`src/rtl/tce_pkg.sv`:
```
package tce_pkg;

  // Screen geometry
  localparam int COLUMNS  = 80;
  localparam int ROWS     = 25;
  localparam int TAB_STOP = 8;
  localparam int CELLS    = COLUMNS * ROWS;
  localparam int ADDR_W   = $clog2(CELLS);

  // Field widths
  localparam int COL_W  = 7;
  localparam int ROW_W  = 5;
  localparam int LOC_W  = 11;
  localparam int CELL_W = 16;
  localparam int CHAR_W = 8;

  // Character codes
  localparam logic [CHAR_W-1:0] CH_BS    = 8'h08;
  localparam logic [CHAR_W-1:0] CH_TAB   = 8'h09;
  localparam logic [CHAR_W-1:0] CH_LF    = 8'h0A;
  localparam logic [CHAR_W-1:0] CH_CR    = 8'h0D;
  localparam logic [CHAR_W-1:0] CH_SPACE = 8'h20;

  typedef enum logic [1:0] {
    CMD_PUT   = 2'd0,
    CMD_GOTO  = 2'd1,
    CMD_CLEAR = 2'd2,
    CMD_READ  = 2'd3
  } cmd_e;

  // Outcome of one put-character step
  typedef struct packed {
    logic             wr;
    logic             scroll;
    logic [COL_W-1:0] col;
    logic [ROW_W-1:0] row;
  } put_res_t;

  // Next tab stop for every column value
  typedef logic [COL_W:0] tab_tbl_t [2**COL_W];

  function automatic tab_tbl_t build_tab();
    tab_tbl_t t;
    for (int i = 0; i < 2**COL_W; i++) begin
      t[i] = (COL_W+1)'((i / TAB_STOP + 1) * TAB_STOP);
    end
    return t;
  endfunction

  localparam tab_tbl_t TAB_NEXT = build_tab();

  // Linear cell index of a row and column
  function automatic logic [ADDR_W-1:0] cell_index(input logic [ROW_W-1:0] r,
                                                   input logic [COL_W-1:0] c);
    return ADDR_W'(int'(r) * COLUMNS + int'(c));
  endfunction

  function automatic logic [LOC_W-1:0] cursor_loc(input logic [ROW_W-1:0] r,
                                                  input logic [COL_W-1:0] c);
    return LOC_W'(int'(r) * COLUMNS + int'(c));
  endfunction

endpackage

```
`src/rtl/tce_cursor.sv`:
```
module tce_cursor import tce_pkg::*; (
  input  logic [COL_W-1:0]  col_i,
  input  logic [ROW_W-1:0]  row_i,
  input  logic [CHAR_W-1:0] char_i,
  output put_res_t          put_o
);

  logic [COL_W:0] col_n;
  logic [ROW_W:0] row_n;
  logic           wr;
  logic           scroll;

  always_comb begin
    col_n  = {1'b0, col_i};
    row_n  = {1'b0, row_i};
    wr     = 1'b0;
    scroll = 1'b0;

    // Interpret control bytes, store printable ones
    priority if (char_i == CH_BS) begin
      if (col_i != '0) col_n = col_n - (COL_W+1)'(1);
    end else if (char_i == CH_TAB) begin
      col_n = TAB_NEXT[col_i];
    end else if (char_i == CH_CR) begin
      col_n = '0;
    end else if (char_i == CH_LF) begin
      col_n = '0;
      row_n = row_n + (ROW_W+1)'(1);
    end else if (char_i >= CH_SPACE) begin
      wr    = 1'b1;
      col_n = col_n + (COL_W+1)'(1);
    end else begin
      wr = 1'b0;
    end

    // Wrap at the end of a row
    if (32'(col_n) >= COLUMNS) begin
      col_n = '0;
      row_n = row_n + (ROW_W+1)'(1);
    end

    // Past the last row: scroll and park on the bottom row
    if (32'(row_n) >= ROWS) begin
      scroll = 1'b1;
      row_n  = (ROW_W+1)'(ROWS - 1);
    end
  end

  assign put_o.wr     = wr;
  assign put_o.scroll = scroll;
  assign put_o.col    = col_n[COL_W-1:0];
  assign put_o.row    = row_n[ROW_W-1:0];

endmodule

```
`config.mk`:
```
export PLATFORM = sky130hd
export DESIGN_NAME = tce_cursor
export DESIGN_NICKNAME = d
export VERILOG_FILES = /design/src/rtl/tce_pkg.sv /design/src/rtl/tce_cursor.sv
export SDC_FILE = /design/constraint.sdc
export NUM_CORES = 1
export LEC_CHECK = 0
export BUFFER_PORTS_ARGS = -buffer_cell sky130_fd_sc_hd__buf_2
export CAP_MARGIN = 20
export CORE_ASPECT_RATIO = 2
export CORE_MARGIN = 4
export CORE_UTILIZATION = 40
export DETAILED_ROUTE_END_ITERATION = 8
export PLACE_DENSITY_LB_ADDON = 0.15
export SETUP_SLACK_MARGIN = 0.3
export SYNTH_ARGS = -nofsm -noshare
export SYNTH_HDL_FRONTEND = slang
export SYNTH_SLANG_ARGS = --single-unit
```
`constraint.sdc`:
```
create_clock -name vclk -period 4.1
set_input_delay 0 -clock vclk [all_inputs]
set_output_delay 0 -clock vclk [all_outputs]
set_load 0.01 [all_outputs]
```
==> metrics.md <==
| Metric | Value |
|---|---|
| Critical Path End Type | primary output |
| Synth top area share | 7.85% |
| Largest stage delay on the critical path | 0.38 ns |
| Syn_nets | 193 |
| RSZ-0062 raised after global routing | false |
| Worst Setup Path Type | in2out |
| Synth Instances | 166 |
| Final setup viols | 0 |
| Hold depth | 3 |
| Pint | 0.0000530 W |
| Total power | 0.000125 W |
| Setup Fix Bufs, Post-CTS | 0 |
| Starting density of the core | 42.9% |
| Synth cell types | 51 |
| Drt total wl | 3450 microns |
| Clock power share | 0% |
| Nets | 220 |
| CP startpoint kind | input pin |
| Die ar. | 3750 sq um |
| # clk buffers | 0 |
| Worst Path Required | 4.10 ns |
| Avg Synthesized Cell Area | 6.72 sq um |
| Fin. max-slew vios | 0 |
| Vias | 1372 |
| Ant diodes | 0 |
| I/O pin count | 34 |
| Final hold slack | 0.397 ns |
| Outcome | completed |
| Net Sw Frac | 57.7% |
| Hold path start | col_i[0] |
| Synth Cell Area | 1120 sq um |
| Largest net degree at the start of global routing | 18 |
| Congestion Overflow GR | 0 |
| Fmax | 324 MHz |
| Critical path cell sequence | buf_2, nor3b_1, and3_1, mux2_2, ha_1, xnor2_1, mux2i_1, a311oi_1, a21oi_1, mux2_2, nor4_1, buf_2 |
| Combinational fraction of design power | 100.0% |
| GRT Util Overall | 19.7% |
| # hold bufs at CTS | 0 |
| Die Ht | 82.7 microns |
| First drt pass iteration count | 4 |
| Avg WL per Cell | 15.8 microns |
| Max-slew headroom | 51.4% |
| Final ANT Viol Nets | 0 |
| Post-CTS sizing | 0 |
| Detailed placement HPWL | 2870 microns |
| Row Count | 26 |
| Sequential cell count | 0 |
| Total negative setup slack | 0 ns |
| Sequential share of power | 0% |
| First-pass GRT wire length | 5840 microns |
| Synth-to-Final Area Change | 14.3% |
| Final GP Congestion | 0.889 |
| Worst vdd ir | 40.2 uV |
| Port buffer count | 34 |
| DRC | 0 |
| Via density | 6.26 |
| Area leader, netlist | ha_1 |
| YS warnings | 0 |
| Max-cap violations | 0 |
| Core Util, Final | 49.0% |
| Tmin final | 3.08 ns |
| Post-route clock period utilization | 75.2% |
| Initial detailed-routing violation count | 27 |
| HP Class | in2out |
| Crit path DAT | 3.08 ns |
| P_sw | 0.0000723 W |
| Hold endpoint | put_o[5] |
| Die Width | 45.4 microns |
| Worst-path fanout max | 5 |
| Largest cells by area after synthesis | ha_1 7.8%, xnor2_1 5.5%, a21oi_1 5.4%, nand3_1 5.4%, mux2_2 5.0% |
| Final Hold Viols | 0 |
| Layout cell share with drive strength beyond 1 | 25.7% |
| Core Box Area | 2600 sq um |
| Antenna violations before repair | 0 |
| Critical-path top delay cell | nor3b_1 |
| Post-synthesis sequential area ratio | 0% |
| Register area | 0 sq um |
| LEAKAGE | 0.537 nW |
| PwrDens | 98.2 nW/um^2 |
| Slew @ Worst Pin | 0.720 ns |
| Vias in the first global route | 1370 |
==> critical path: cells and delay by family <==
kind | cells | cell delay, ns
AOI/OAI and AO/OA | 2 | 0.48
adders and majority gates | 1 | 0.26
muxes | 3 | 0.81
xor gates and xnor gates | 1 | 0.26
and+or+nand+nor | 3 | 0.98
buffers and inverters | 2 | 0.29
==> power groups by stage <==
| stage | Combinational, W | Clock [W] | Sequential [W] |
|---|---|---|---|
| after floorplan | 0.0000831 | 0 | 0 |
| after global placement | 0.000122 | 0 | 0 |
| after detailed placement | 0.000124 | 0 | 0 |
| after CTS | 0.000125 | 0 | 0 |
| after global routing | 0.000139 | 0 | 0 |
| final | 0.000125 | 0 | 0 |
==> worst max-delay path by stage <==
stage | start | endpoint | depth (start not counted)
global route | char_i[4] | put_o[1] | 12
detailed placement | char_i[4] | put_o[1] | 12
CTS | char_i[4] | put_o[1] | 12
floorplan | char_i[7] | put_o[1] | 11
global placement | char_i[4] | put_o[1] | 12
finish | char_i[4] | put_o[1] | 12
==> kinds of logic after synthesis <==
kind of cell | after synthesis | share of synthesized area (%)
xor+xnor | 10 | 7.85
mux | 6 | 5.94
simple gates | 83 | 43.2
buf+inv | 16 | 6.73
fa+ha+maj | 7 | 7.85
compound gates | 44 | 28.5
==> cells in the final DEF (no fill, tap or decap), types with 5 or more instances in the layout <==
cell	netlist	layout
a21oi_1	12	12
buf_2	0	34
ha_1	7	7
inv_1	6	6
mux2_2	5	5
nand2_1	11	11
nand3_1	12	12
nor2_1	12	12
nor3_1	8	8
o21ai_0	7	7
or3_1	5	5
xnor2_1	7	7
==> cell type report <==
class | instances | area (sq um)
multi-input cells | 150 | 1040
fillers | 301 | 1330
repair buffers | 35 | 178
inverters | 6 | 22.5
well taps | 28 | 35.0
==> routing by layer <==
layer  track usage [%]  share of wire [%]  up-vias
li1                  -                  -      683
met1              17.9                 36      642
met2              42.3                 58       41
met3              1.30                4.1        6
met4              5.57                2.1        0
met5                 0                  0        -
==> synthesized netlist by cell type, types with 2 or more instances <==
| cell | n |
|---|---|
| a211oi_1 | 3 |
| nor3_1 | 8 |
| o21bai_1 | 2 |
| nand4_1 | 4 |
| inv_1 | 6 |
| xor2_1 | 3 |
| a22oi_1 | 2 |
| ha_1 | 7 |
| nor2_1 | 12 |
| mux2_2 | 5 |
| clkbuf_1 | 7 |
| o31ai_1 | 2 |
| nand3_1 | 12 |
| nor4_1 | 3 |
| nor3b_1 | 4 |
| o21ai_0 | 7 |
| nor2b_1 | 4 |
| nand3b_1 | 2 |
| or3b_1 | 2 |
| and3_1 | 4 |
| or4_1 | 2 |
| a21o_1 | 3 |
| nand2_1 | 11 |
| a21oi_1 | 12 |
| a221oi_1 | 2 |
| buf_4 | 2 |
| or3_1 | 5 |
| xnor2_1 | 7 |
==> stage by stage <==
step           worst slack [ns]  area [sq um]  std cells
6_report                   1.02          1280        219
5_1_grt                   0.681          1280        219
4_1_cts                    1.07          1280        219
3_5_place_dp               1.09          1280        219
3_3_place_gp               1.18          1280        219
2_1_floorplan              1.29          1120        166
(Power assumes the default switching activity.)
